**src/hdl/bclg_pkg.sv**
```systemverilog
package bclg_pkg;

  // Field widths of the sample and result items.
  localparam int unsigned VOLT_W  = 15;
  localparam int unsigned SENSE_W = 16;
  localparam int unsigned PCT_W   = 7;

  // Configuration port.
  localparam int unsigned CFG_IDX_W  = 3;
  localparam int unsigned CFG_DATA_W = 16;

  // Default depth of the level history.
  localparam int unsigned WINDOW_DEFAULT = 8;

  // Shared bit-serial divider: numerator width and quotient bits.
  localparam int unsigned NUM_W = 22;
  localparam int unsigned QUO_W = 7;
  localparam int unsigned CNT_W = 3;

  localparam logic [PCT_W-1:0] PCT_MAX = 7'd100;

  // Register indexes.
  localparam logic [CFG_IDX_W-1:0] REG_SHUNT_LOW    = 3'd0;
  localparam logic [CFG_IDX_W-1:0] REG_SHUNT_HIGH   = 3'd1;
  localparam logic [CFG_IDX_W-1:0] REG_CURRENT_LOW  = 3'd2;
  localparam logic [CFG_IDX_W-1:0] REG_CURRENT_HIGH = 3'd3;
  localparam logic [CFG_IDX_W-1:0] REG_EMPTY_VOLT   = 3'd4;
  localparam logic [CFG_IDX_W-1:0] REG_FULL_VOLT    = 3'd5;
  localparam logic [CFG_IDX_W-1:0] REG_CHARGE_OFS   = 3'd6;

  // Register reset values.
  localparam logic signed [SENSE_W-1:0] SHUNT_LOW_RST    = 16'sd400;
  localparam logic signed [SENSE_W-1:0] SHUNT_HIGH_RST   = 16'sd32000;
  localparam logic signed [SENSE_W-1:0] CURRENT_LOW_RST  = 16'sd3;
  localparam logic signed [SENSE_W-1:0] CURRENT_HIGH_RST = 16'sd60;
  localparam logic [VOLT_W-1:0]         EMPTY_VOLT_RST   = 15'd9000;
  localparam logic [VOLT_W-1:0]         FULL_VOLT_RST    = 15'd12600;
  localparam logic [VOLT_W-1:0]         CHARGE_OFS_RST   = 15'd0;

  // Sequencer states.
  typedef enum logic [5:0] {
    ST_IDLE = 6'b000001,
    ST_PREP = 6'b000010,
    ST_DIV1 = 6'b000100,
    ST_SUM  = 6'b001000,
    ST_DIV2 = 6'b010000,
    ST_DONE = 6'b100000
  } state_t;

endpackage

```
**src/hdl/bclg_in_if.sv**
```systemverilog
interface bclg_in_if
  import bclg_pkg::*;
();
  logic                      valid;
  logic                      ready;
  logic [VOLT_W-1:0]         bus_millivolts;
  logic signed [SENSE_W-1:0] shunt_reading;
  logic signed [SENSE_W-1:0] current_milliamps;

  modport source (
    output valid, bus_millivolts, shunt_reading, current_milliamps,
    input  ready
  );
  modport sink (
    input  valid, bus_millivolts, shunt_reading, current_milliamps,
    output ready
  );
endinterface

```
**src/hdl/bclg_out_if.sv**
```systemverilog
interface bclg_out_if
  import bclg_pkg::*;
();
  logic             valid;
  logic             ready;
  logic             charging;
  logic             charging_changed;
  logic [PCT_W-1:0] level_percent;

  modport source (
    output valid, charging, charging_changed, level_percent,
    input  ready
  );
  modport sink (
    input  valid, charging, charging_changed, level_percent,
    output ready
  );
endinterface

```
**src/hdl/battery_charge_and_level_gauge_unit.sv**
```systemverilog
// From the input transfer the sequencer steps through prepare, a bit-serial percent
// divide (skipped when the level clamps or is zero), sum, average divide and done.
// A new sample is taken only after the result is handed over; the shared divider
// yields one quotient bit per cycle and runs once or twice per sample.
// Reset (rst, synchronous, active high) loads the register defaults and clears the
// charge flag, the history fill, pointer and sum; the history memory is not cleared.
module battery_charge_and_level_gauge_unit
  import bclg_pkg::*;
#(
  parameter int unsigned WINDOW = WINDOW_DEFAULT
) (
  input  logic                  clk,
  input  logic                  rst,
  bclg_in_if.sink               in_ch,
  bclg_out_if.source            out_ch,
  input  logic                  cfg_we,
  input  logic [CFG_IDX_W-1:0]  cfg_index,
  input  logic [CFG_DATA_W-1:0] cfg_data
);

  localparam int unsigned PTR_W  = (WINDOW > 1) ? $clog2(WINDOW) : 1;
  localparam int unsigned FILL_W = $clog2(WINDOW + 1);
  localparam int unsigned SUM_W  = $clog2(WINDOW * 100 + 1);
  localparam int unsigned DIFF_W = VOLT_W + 3;

  // Configuration registers.
  logic signed [SENSE_W-1:0] shunt_low;
  logic signed [SENSE_W-1:0] shunt_high;
  logic signed [SENSE_W-1:0] current_low;
  logic signed [SENSE_W-1:0] current_high;
  logic [VOLT_W-1:0]         empty_volt;
  logic [VOLT_W-1:0]         full_volt;
  logic [VOLT_W-1:0]         charge_ofs;

  // Sample state.
  state_t                    state;
  logic                      charge_flag;
  logic                      changed;
  logic signed [DIFF_W-1:0]  diff;
  logic [PCT_W-1:0]          pct;
  logic [PCT_W-1:0]          rd_data;
  logic [PTR_W-1:0]          ptr;
  logic [FILL_W-1:0]         fill;
  logic [SUM_W-1:0]          sum;
  logic [PCT_W-1:0]          hist [WINDOW];

  // Shared divider.
  logic [NUM_W-1:0]          rem;
  logic [NUM_W-1:0]          dvs;
  logic [QUO_W-1:0]          quo;
  logic [CNT_W-1:0]          cnt;

  // Output register.
  logic                      out_valid;
  logic                      out_charging;
  logic                      out_changed;
  logic [PCT_W-1:0]          out_level;

  // Combinational terms.
  logic                      in_xfer;
  logic                      out_load;
  logic                      now_c;
  logic signed [DIFF_W-1:0]  adj_c;
  logic signed [DIFF_W-1:0]  range_c;
  logic                      take_c;
  logic [QUO_W-1:0]          quo_next;
  logic                      hist_full;
  logic [SUM_W-1:0]          sum_next;
  logic [FILL_W-1:0]         fill_next;

  assign in_ch.ready = (state == ST_IDLE);
  assign in_xfer     = in_ch.valid && in_ch.ready;

  // The result is loaded once the output register is free or being emptied.
  assign out_load = (state == ST_DONE) && (!out_valid || out_ch.ready);

  // Strict window test on shunt voltage and current.
  assign now_c = (in_ch.shunt_reading > shunt_low) && (in_ch.shunt_reading < shunt_high)
              && (in_ch.current_milliamps > current_low)
              && (in_ch.current_milliamps < current_high);

  // Bus voltage less the offset while charging, relative to the empty point.
  assign adj_c = $signed({3'b000, in_ch.bus_millivolts})
               - $signed({3'b000, (now_c ? charge_ofs : VOLT_W'(0))})
               - $signed({3'b000, empty_volt});
  assign range_c = $signed({3'b000, full_volt}) - $signed({3'b000, empty_volt});

  // One restoring divide step: a quotient bit per cycle.
  assign take_c   = (rem >= dvs);
  assign quo_next = {quo[QUO_W-2:0], take_c};

  // Running sum update; the oldest entry drops out once the history is full.
  assign hist_full = (fill == FILL_W'(WINDOW));
  always_comb begin
    if (hist_full) begin
      sum_next  = sum - SUM_W'(rd_data) + SUM_W'(pct);
      fill_next = fill;
    end else begin
      sum_next  = sum + SUM_W'(pct);
      fill_next = fill + FILL_W'(1);
    end
  end

  // Configuration writes.
  always_ff @(posedge clk) begin
    if (rst) begin
      shunt_low    <= SHUNT_LOW_RST;
      shunt_high   <= SHUNT_HIGH_RST;
      current_low  <= CURRENT_LOW_RST;
      current_high <= CURRENT_HIGH_RST;
      empty_volt   <= EMPTY_VOLT_RST;
      full_volt    <= FULL_VOLT_RST;
      charge_ofs   <= CHARGE_OFS_RST;
    end else if (cfg_we) begin
      unique case (cfg_index)
        REG_SHUNT_LOW:    shunt_low    <= $signed(cfg_data);
        REG_SHUNT_HIGH:   shunt_high   <= $signed(cfg_data);
        REG_CURRENT_LOW:  current_low  <= $signed(cfg_data);
        REG_CURRENT_HIGH: current_high <= $signed(cfg_data);
        REG_EMPTY_VOLT:   empty_volt   <= cfg_data[VOLT_W-1:0];
        REG_FULL_VOLT:    full_volt    <= cfg_data[VOLT_W-1:0];
        REG_CHARGE_OFS:   charge_ofs   <= cfg_data[VOLT_W-1:0];
        default: ;
      endcase
    end
  end

  // History memory: read the slot at input transfer, write it back in the sum step.
  always_ff @(posedge clk) begin
    if (in_xfer) begin
      rd_data <= hist[ptr];
    end
    if (state == ST_SUM) begin
      hist[ptr] <= pct;
    end
  end

  // Sequencer with the shared divider.
  always_ff @(posedge clk) begin
    if (rst) begin
      state       <= ST_IDLE;
      charge_flag <= 1'b0;
      ptr         <= '0;
      fill        <= '0;
      sum         <= '0;
      out_valid   <= 1'b0;
    end else begin
      // The output register fills from the done step and empties on a transfer.
      if (out_load) begin
        out_valid <= 1'b1;
      end else if (out_valid && out_ch.ready) begin
        out_valid <= 1'b0;
      end
      unique case (state)
        ST_IDLE: begin
          if (in_xfer) begin
            charge_flag <= now_c;
            changed     <= now_c ^ charge_flag;
            diff        <= adj_c;
            state       <= ST_PREP;
          end
        end
        ST_PREP: begin
          // Degenerate range or at/below empty reads zero; at/above full clamps.
          if ((range_c <= 0) || (diff <= 0)) begin
            pct   <= '0;
            state <= ST_SUM;
          end else if (diff >= range_c) begin
            pct   <= PCT_MAX;
            state <= ST_SUM;
          end else begin
            rem   <= NUM_W'(diff[VOLT_W-1:0]) * NUM_W'(PCT_MAX);
            dvs   <= NUM_W'(range_c[VOLT_W-1:0]) << (QUO_W - 1);
            quo   <= '0;
            cnt   <= CNT_W'(QUO_W - 1);
            state <= ST_DIV1;
          end
        end
        ST_DIV1: begin
          if (take_c) begin
            rem <= rem - dvs;
          end
          dvs <= dvs >> 1;
          quo <= quo_next;
          cnt <= cnt - CNT_W'(1);
          if (cnt == '0) begin
            pct   <= quo_next;
            state <= ST_SUM;
          end
        end
        ST_SUM: begin
          // Fold the new percent into the history, then average over the fill.
          sum   <= sum_next;
          fill  <= fill_next;
          ptr   <= (ptr == PTR_W'(WINDOW - 1)) ? '0 : ptr + PTR_W'(1);
          rem   <= NUM_W'(sum_next);
          dvs   <= NUM_W'(fill_next) << (QUO_W - 1);
          quo   <= '0;
          cnt   <= CNT_W'(QUO_W - 1);
          state <= ST_DIV2;
        end
        ST_DIV2: begin
          if (take_c) begin
            rem <= rem - dvs;
          end
          dvs <= dvs >> 1;
          quo <= quo_next;
          cnt <= cnt - CNT_W'(1);
          if (cnt == '0) begin
            state <= ST_DONE;
          end
        end
        ST_DONE: begin
          // Hand over once the output register is free or being emptied.
          if (out_load) begin
            out_charging <= charge_flag;
            out_changed  <= changed;
            out_level    <= quo;
            state        <= ST_IDLE;
          end
        end
        default: state <= ST_IDLE;
      endcase
    end
  end

  assign out_ch.valid            = out_valid;
  assign out_ch.charging         = out_charging;
  assign out_ch.charging_changed = out_changed;
  assign out_ch.level_percent    = out_level;

`ifndef SYNTHESIS
  a_state_onehot: assert property (@(posedge clk) disable iff (rst) $onehot(state))
    else $error("sequencer state is not one-hot");
  a_fill_bound: assert property (@(posedge clk) disable iff (rst)
    fill <= FILL_W'(WINDOW))
    else $error("history fill exceeds the window");
  a_sum_bound: assert property (@(posedge clk) disable iff (rst)
    (SUM_W + 1)'(sum) <= (SUM_W + 1)'(fill) * (SUM_W + 1)'(PCT_MAX))
    else $error("history sum exceeds 100 per valid entry");
  a_level_bound: assert property (@(posedge clk) disable iff (rst)
    out_valid |-> (out_level <= PCT_MAX))
    else $error("level percent above 100");
  a_xfer_starts: assert property (@(posedge clk) disable iff (rst)
    in_xfer |=> (state == ST_PREP))
    else $error("input transfer did not start the sequencer");
`endif

endmodule
```
**src/flat_wrapper.sv**
```systemverilog
// flat-port wrapper written by rule: the top's interface ports become plain ports
module battery_charge_and_level_gauge_unit_flat import bclg_pkg::*;
#(
  parameter int unsigned WINDOW = WINDOW_DEFAULT
)
  (clk, rst, cfg_we, cfg_index, cfg_data, in_ch_valid, in_ch_bus_millivolts, in_ch_shunt_reading, in_ch_current_milliamps, in_ch_ready, out_ch_valid, out_ch_charging, out_ch_charging_changed, out_ch_level_percent, out_ch_ready);
  bclg_in_if in_ch_i ();
  bclg_out_if out_ch_i ();
  input  logic clk;
  input  logic rst;
  input  logic cfg_we;
  input  logic [CFG_IDX_W-1:0] cfg_index;
  input  logic [CFG_DATA_W-1:0] cfg_data;
  input wire logic [$bits(in_ch_i.valid)-1:0] in_ch_valid;
  input wire logic [$bits(in_ch_i.bus_millivolts)-1:0] in_ch_bus_millivolts;
  input wire logic [$bits(in_ch_i.shunt_reading)-1:0] in_ch_shunt_reading;
  input wire logic [$bits(in_ch_i.current_milliamps)-1:0] in_ch_current_milliamps;
  output wire logic [$bits(in_ch_i.ready)-1:0] in_ch_ready;
  output wire logic [$bits(out_ch_i.valid)-1:0] out_ch_valid;
  output wire logic [$bits(out_ch_i.charging)-1:0] out_ch_charging;
  output wire logic [$bits(out_ch_i.charging_changed)-1:0] out_ch_charging_changed;
  output wire logic [$bits(out_ch_i.level_percent)-1:0] out_ch_level_percent;
  input wire logic [$bits(out_ch_i.ready)-1:0] out_ch_ready;
  assign in_ch_i.valid = in_ch_valid;
  assign in_ch_i.bus_millivolts = in_ch_bus_millivolts;
  assign in_ch_i.shunt_reading = in_ch_shunt_reading;
  assign in_ch_i.current_milliamps = in_ch_current_milliamps;
  assign in_ch_ready = in_ch_i.ready;
  assign out_ch_valid = out_ch_i.valid;
  assign out_ch_charging = out_ch_i.charging;
  assign out_ch_charging_changed = out_ch_i.charging_changed;
  assign out_ch_level_percent = out_ch_i.level_percent;
  assign out_ch_i.ready = out_ch_ready;
  battery_charge_and_level_gauge_unit #(.WINDOW(WINDOW)) u_core (.clk(clk), .rst(rst), .in_ch(in_ch_i), .out_ch(out_ch_i), .cfg_we(cfg_we), .cfg_index(cfg_index), .cfg_data(cfg_data));
endmodule
```
**config.mk**
```make
export PLATFORM = sky130hd
export DESIGN_NAME = battery_charge_and_level_gauge_unit_flat
export DESIGN_NICKNAME = d
export VERILOG_FILES = /design/src/hdl/bclg_pkg.sv /design/src/hdl/bclg_in_if.sv /design/src/hdl/bclg_out_if.sv /design/src/hdl/battery_charge_and_level_gauge_unit.sv /design/src/flat_wrapper.sv
export SDC_FILE = /design/constraint.sdc
export NUM_CORES = 1
export LEC_CHECK = 0
export BUFFER_PORTS_ARGS = -buffer_cell sky130_fd_sc_hd__buf_2
export CELL_PAD_IN_SITES_DETAIL_PLACEMENT = 1
export CELL_PAD_IN_SITES_GLOBAL_PLACEMENT = 1
export CORE_MARGIN = 2
export CORE_UTILIZATION = 45
export DETAILED_ROUTE_END_ITERATION = 8
export PLACE_DENSITY = 0.75
export SYNTH_ARGS = -nofsm -noshare
export SYNTH_HDL_FRONTEND = slang
export SYNTH_SLANG_ARGS = --single-unit
```
**constraint.sdc**
```tcl
create_clock -name clk -period 6.35 [get_ports clk]
set_input_delay 0.635 -clock clk [delete_from_list [all_inputs] [get_ports clk]]
set_output_delay 0.635 -clock clk [all_outputs]
set_load 0.01 [all_outputs]
```
==> results of run 1 <==
-- through the flow --
step,worst slack (ns),TNS [ns],power (mW)
after global placement,0.07752,0,3.396
after CTS,0.2086,0,5.511
final,0.4416,0,5.471
after global routing,0.01135,0,5.749
after floorplan,0.6533,0,3.067
after detailed placement,-0.1664,-0.4726,3.469
-- worst max-delay path by stage --
stage                                     start              end  slack (ns)
floorplan           in_ch_current_milliamps[14]  u_core.diff[17]        0.65
global placement         in_ch_shunt_reading[9]  u_core.diff[13]        0.08
detailed placement  in_ch_current_milliamps[14]  u_core.diff[13]       -0.17
CTS                     u_core.current_high[14]  u_core.diff[13]        0.21
global route               u_core.shunt_high[9]  u_core.diff[13]        0.01
finish                  u_core.current_high[14]  u_core.diff[13]        0.44
-- what timing repair did --
action,4_1_cts,5_1_grt
resized for setup,0,2
setup buffers,0,1
endpoints found under the hold margin,0,0
setup endpoints to repair,0,4
-- power by group --
| group | switching [mW] | total [mW] | internal, mW |
|---|---|---|---|
| combinational | 0.804 | 1.35 | 0.551 |
| clock | 0.847 | 2.03 | 1.18 |
| sequential | 0.0461 | 2.09 | 2.04 |
| total | 1.70 | 5.47 | 3.77 |
-- layer usage --
metal | GRT usage, % | share of wire, %
met1 | 30.83 | 44
met2 | 44.29 | 50
met3 | 4.557 | 3.7
met4 | 7.296 | 2.4
met5 | 0 | 0.10
-- worst min-delay path: stages --
cell,delay [ns]
buf_2,0.14
nand2_1,0.06
a21oi_1,0.05
-- layout make-up --
type                    count  area [µm²]
well taps                 532       665.6
clock inverters            22       222.7
clock buffers              42       932.1
fillers                  4640       19930
diodes                      1       2.502
multi-input cells        1445       10210
flip-flops and latches    285        7217
repair buffers            109       618.1
inverters                 226       848.3
-- cells by family after synthesis --
logic type / synth area share, %
adder cells (fa/ha/maj): 17.78
multiplexers: 1.254
AO/OA/AOI/OAI: 16.66
AND/OR/NAND/NOR: 15.74
flip-flops: 39.11
XOR/XNOR: 3.655
buffers and inverters: 5.804
-- sequential cells by signal, summed over array words and instances (netlist names), 3 cells and up --
register                     flops
u_core.full_volt                15
u_core.ptr                       3
u_core.state                     6
u_core.quo                       7
u_core.current_low              16
u_core.cnt                       3
u_core.diff                     18
u_core.rem                      22
u_core.empty_volt               15
u_core.shunt_high               16
u_core.current_high             16
u_core.dvs                      21
u_core.rd_data                   7
u_core.pct                       7
u_core.sum                      10
u_core.out_ch.level_percent      7
u_core.charge_ofs               15
u_core.hist                     56
u_core.shunt_low                16
u_core.fill                      4
-- layout by cell type (no fill, tap or decap), drive strengths merged, types with 8 or more instances in the layout --
cell    Yosys  routed
a21oi     170     170
nor3       32      32
a31oi      18      18
inv       226     227
nand2b     22      22
mux2i      13      13
nor4        8       8
and2       18      18
clkbuf     55      42
a22oi      14      14
dfxtp     134     134
o21ai      76      76
a211oi     14      14
xor2       33      33
nand3b     17      17
nand2     285     285
xnor2      44      44
clkinv      0      16
and3       15      15
nand4      19      19
nor2b      23      23
ha        227     227
nor2      117     117
o21a       16      16
a211o      18      18
a21o       48      48
o211ai     12      12
o22ai      20      20
fa         22      22
or3         9       9
o21bai     10      10
edfxtp    151     151
nand3      29      29
buf         4     109
mux2        9       9
==> qor.yml, run 1 <==
status: "finished clean"
slew_headroom_pct: 29.72
cp_top_family: "compound AO/OA/AOI/OAI gates"
crit_path_end_kind: "flop"
path_depth: 27
dr_total_vias: 14910
synth_area_mm2: 0.01845
finalSetupViolations: 0
reg2reg_slack_ns: 0.44
synth_most_common_cell: "nand2_1"
fin_cells: 2662
path_max_fanout: 3
placed_area_mm2: 0.01954
worst_pin_slew_ns: 1.053
clk-insertion-delay-late_ns: 0.57
hold_viol_final: 0
drive_gt1_share_pct: 9.253
power_leakage_nw: 8.540
path_class: "reg2reg"
timing.fmax_mhz: 169.3
max_stage_delay_ns: 0.39
holdPathStages: 3
holdBufCountCts: 0
final_area_mm2: 0.02072
fin_skew_ns: 0.03255
start_kind: "flop"
cts_inserted_buffers: 35
hold_slack_ns: 0.3769
cts_sinks: 285
syn-mean-instance-area_um2: 9.158
hp-start: "cfg_data[15]"
yosysWarningCount: 0
crit_buf_inv: 2
period_share_pct: 93.05
port_buffers: 81
synthFlopType: "edfxtp_1"
dp_hpwl_um: 39160
synth-edff-count: 151
synth_nets: 2335
ys_seq_area_share_pct: 39.11
drt_wl_total_um: 52500
die-area_mm2: 0.04264
viasPerCell: 5.601
area_growth_pct: 12.26
slew_violations: 0
rsz0062_at_grt: "false"
worstReg2RegEnd: "u_core.diff[13]"
grt.overflow.total: 0
start_util_pct: 45.40
netlist_top_cells_area: "edfxtp_1 25%, ha_1 15%, dfxtp_1 15%, nand2_1 5.8%, a21oi_1 4.6%"
drc: 0
cts-root-buf: "clkbuf_16"
drtIter0Drc: 634
min_path_type: "in2reg"
cts_buffer_depth: 3
num_io_pins: 82
synth_common_cells: "285 x nand2_1, 227 x ha_1, 226 x inv_1, 170 x a21oi_1, 151 x edfxtp_1"
grt_usage_pct: 24.97
max-cap-violations: 0
hold_end: "u_core.current_low[15]"
yosys.area.top_type: "edfxtp_1"
worstPathRequired_ns: 6.64
ir_worst_vdd_v: 0.0001808
final_util_pct: 50.97
yosysUniqueCellTypes: 73
grt_max_degree: 89
layout_min_cycle_time_ns: 5.908
r2r_cells: 27
critPathSlowestCell: "fa_1"
synth-async-reset-ratio_pct: 0
die_w_um: 206.5
dp_cells: 2596
cts_tree: "done"
drtAntennaViolNets: 0
gp_congestion: 0.8641
final_nets: 2422
synth-seq-cells: 285
dr.pass1.iters: 5
clk_pin_slew_worst_paths_ns: 0.06
grt_pass1_wl_um: 83370
dieHeight_um: 206.5
rr_startpoint: "u_core.current_high[14]"
core_region_area_mm2: 0.04065
num_rows: 74
synthCells: 2015
synth_top_area_share_pct: 24.57
grt_pass1_vias: 16032
antenna_found_initial: 5
htreeDepth: 2
critical_path_arrival_ns: 6.20
routedWlPerCell_um: 19.72
powerDensity_mw_per_mm2: 264.1
Power figures use the tool's default switching activity.
==> inputs of run 2 (changes only) <==
CORE_UTILIZATION = 25   (was 45)
PLACE_DENSITY = 0.46   (was 0.75)
==> run 2 against run 1 <==
- via count fell by 2.2%
- non-clock buffer count is 3 higher
- register-to-register slack better by 0.02 ns
- clock skew down 0.0088 ns
- wire length increased by 11%
- setup slack improved by 0.015 ns
- fmax rose by 0.26%
- cell area grew 2.7%
- cell count is 16% higher
- hold slack worse by 0.00052 ns
- global-route usage down 9.6 points
- core utilization shrank 22 points
- critical endpoint is now u_core.diff[17]
==> qor.yml, run 2 (synthesis gave the netlist of run 1 again) <==
cts_tree: "done"
largest_reg_flops: 56  # unchanged
status: "finished clean"
grt_pass1_vias: 15473  # -3.5%
drtIter0Drc: 673  # +6.2%
htreeDepth: 2  # unchanged
setup_slack_ns: 0.4570  # +0.01540 ns
gp_congestion: 0.7894  # -8.6%
drt_wl_total_um: 58050  # +11%
ir_worst_vdd_v: 0.0001628  # -10%
dr_total_vias: 14589  # -2.2%
drc: 0  # unchanged
fin_setup_tns_ns: 0  # unchanged
grt_max_degree: 86  # -3.4%
r2r_cells: 26  # -3.7%
final_nets: 2427  # +0.21%
top_register: "u_core.hist"
power_leakage_nw: 8.550  # +0.12%
critical_path_arrival_ns: 6.18  # -0.02 ns
core_region_area_mm2: 0.07296  # +79%
wl_met1_um: 27400  # +19%
placed_area_mm2: 0.02011  # +2.9%
fin_cells: 3097  # +16%
dieHeight_um: 275.7  # +34%
fin_skew_ns: 0.02371  # -0.008847 ns
cts-root-buf: "clkbuf_16"
dr.pass1.iters: 4  # -1
slew_violations: 0  # unchanged
crit_path_end_kind: "flop"
dp_hpwl_um: 44420  # +13%
final_cell_mix: "285 x nand2_1, 227 x ha_1, 226 x inv_1"
top_regs: "u_core.hist x56, u_core.rem x22, u_core.dvs x21"
path_max_fanout: 3  # unchanged
die_w_um: 275.7  # +34%
timing.fmax_mhz: 169.7  # +0.26%
start_util_pct: 25.29  # -20 points
worstPathRequired_ns: 6.64  # about the same
final_common_cell: "nand2_1"
grt.overflow.total: 0  # unchanged
antenna_found_initial: 5  # unchanged
grt_usage_pct: 15.35  # -9.6 points
maxUsedRoutingLayer: "met5"
finalSetupViolations: 0  # unchanged
min_path_type: "in2reg"
path_class: "reg2reg"
layout_min_cycle_time_ns: 5.893  # -0.01540 ns
start_kind: "flop"
wl_met2_um: 27620  # +5.8%
period_share_pct: 92.80  # -0.24 points
wl_met3_um: 1840  # -5.8%
rsz0062_at_grt: "false"
area_growth_pct: 15.31
drtAntennaViolNets: 0  # unchanged
clk_pin_slew_worst_paths_ns: 0.06  # about the same
num_io_pins: 82  # unchanged
drive_gt1_share_pct: 9.223  # -0.030 points
hold_viol_final: 0  # unchanged
holdPathStages: 3  # unchanged
grt_pass1_wl_um: 90360  # +8.4%
worst_pin_slew_ns: 1.094  # +0.04102 ns
num_rows: 99  # +34%
hold_slack_ns: 0.3764  # -0.0005160 ns
port_buffers: 81  # unchanged
pre_cts_slack_ns: -0.1139  # +0.05243 ns
cts_sinks: 285  # unchanged
max-cap-violations: 0  # unchanged
powerDensity_mw_per_mm2: 257.3  # -2.6%
holdBufCountCts: 0  # unchanged
die-area_mm2: 0.07601  # +78%
clk-insertion-delay-late_ns: 0.56  # about the same
cts_buffer_depth: 3  # unchanged
cts_inserted_buffers: 37  # +5.7%
dp_cells: 3027  # +17%
viasPerCell: 4.711  # -16%
fillCellCount: 8366  # +80%
slew_headroom_pct: 26.98  # -2.7 points
final_area_mm2: 0.02128  # +2.7%
routedWlPerCell_um: 18.75  # -5.0%
run 2: cell types whose count changed in the layout (fill, tap and decap cells not counted), moves of 2 or more:
cell | previous run | this run
clkbuf_16 | 35 | 37
clkinv_1 | 6 | 8
bufinv_16 | 3 | 1
clkbuf_1 | 4 | 8
clkinv_2 | 8 | 4
clkinv_4 | 0 | 2
buf_4 | 29 | 32
run 2: final timing paths:
kind	from	endpoint	slack [ns]
worst min-delay path	cfg_data[15]	u_core.current_low[15]	0.38
worst min register to register	u_core.quo[6]	u_core.out_ch.level_percent[6]	0.43
worst max-delay path	u_core.shunt_high[1]	u_core.diff[17]	0.46
worst max register to register	u_core.shunt_high[1]	u_core.diff[17]	0.46
run 2: layer usage:
layer / vias up / global-route usage (%)
met1: 7081 / 20.39
met2: 150 / 26.22
met3: 73 / 2.218
met5: - / 0
li1: 7279 / -
met4: 6 / 3.636
run 2: where the power goes:
| part | total, mW | switching (mW) | internal, mW |
|---|---|---|---|
| clock | 2.03 | 0.862 | 1.17 |
| combinational | 1.36 | 0.806 | 0.550 |
| sequential | 2.09 | 0.0460 | 2.04 |
| total | 5.47 | 1.71 | 3.76 |
run 2: final cells by class:
| type | count | area, µm² | share of cell area [%] |
|---|---|---|---|
| Timing Repair Buffer | 112 | 640.6 | 3.011 |
| Antenna cell | 2 | 5.005 | 0.02352 |
| Inverter | 226 | 848.3 | 3.987 |
| Clock buffer | 49 | 1011 | 4.751 |
| Sequential cell | 285 | 7217 | 33.92 |
| Clock inverter | 19 | 146.4 | 0.6879 |
| Tap cell | 959 | 1200 | 5.639 |
| Multi-Input combinational cell | 1445 | 10210 | 47.99 |
run 2: repair_timing:
action | 4_1_cts | 5_1_grt
resized for setup | 0 | 1
setup buffers | 0 | 0
endpoints found under the setup margin | 0 | 4
run 2: stage by stage:
| stage | power, mW | util [%] |
|---|---|---|
| 3_3_place_gp | 3.473 | 27.56 |
| 2_1_floorplan | 3.067 | - |
| 6_report | 5.474 | 29.17 |
| 4_1_cts | 5.584 | 29.15 |
| 3_5_place_dp | 3.499 | 27.56 |
| 5_1_grt | 5.831 | 29.16 |
run 2: critical path, cell delays in order, from the launching register on:
cell and delay [ns]:
dfxtp_1 0.33, inv_1 0.05, ha_1 0.27, a21o_1 0.15, a21oi_1 0.19, o21ai_0 0.14
o41a_1 0.38, mux2_2 0.31, nor4_4 0.36, and2_1 0.19, ha_1 0.16, inv_1 0.06
fa_1 0.40, a21o_1 0.18, a21oi_1 0.22, o21bai_1 0.09, a21o_1 0.21, a21oi_1 0.27
nor2_1 0.11, o41a_1 0.39, xor2_1 0.16, ha_1 0.33, and3_1 0.20, nand2_1 0.07
nand2_1 0.08, a31oi_1 0.06, or2_2 0.29
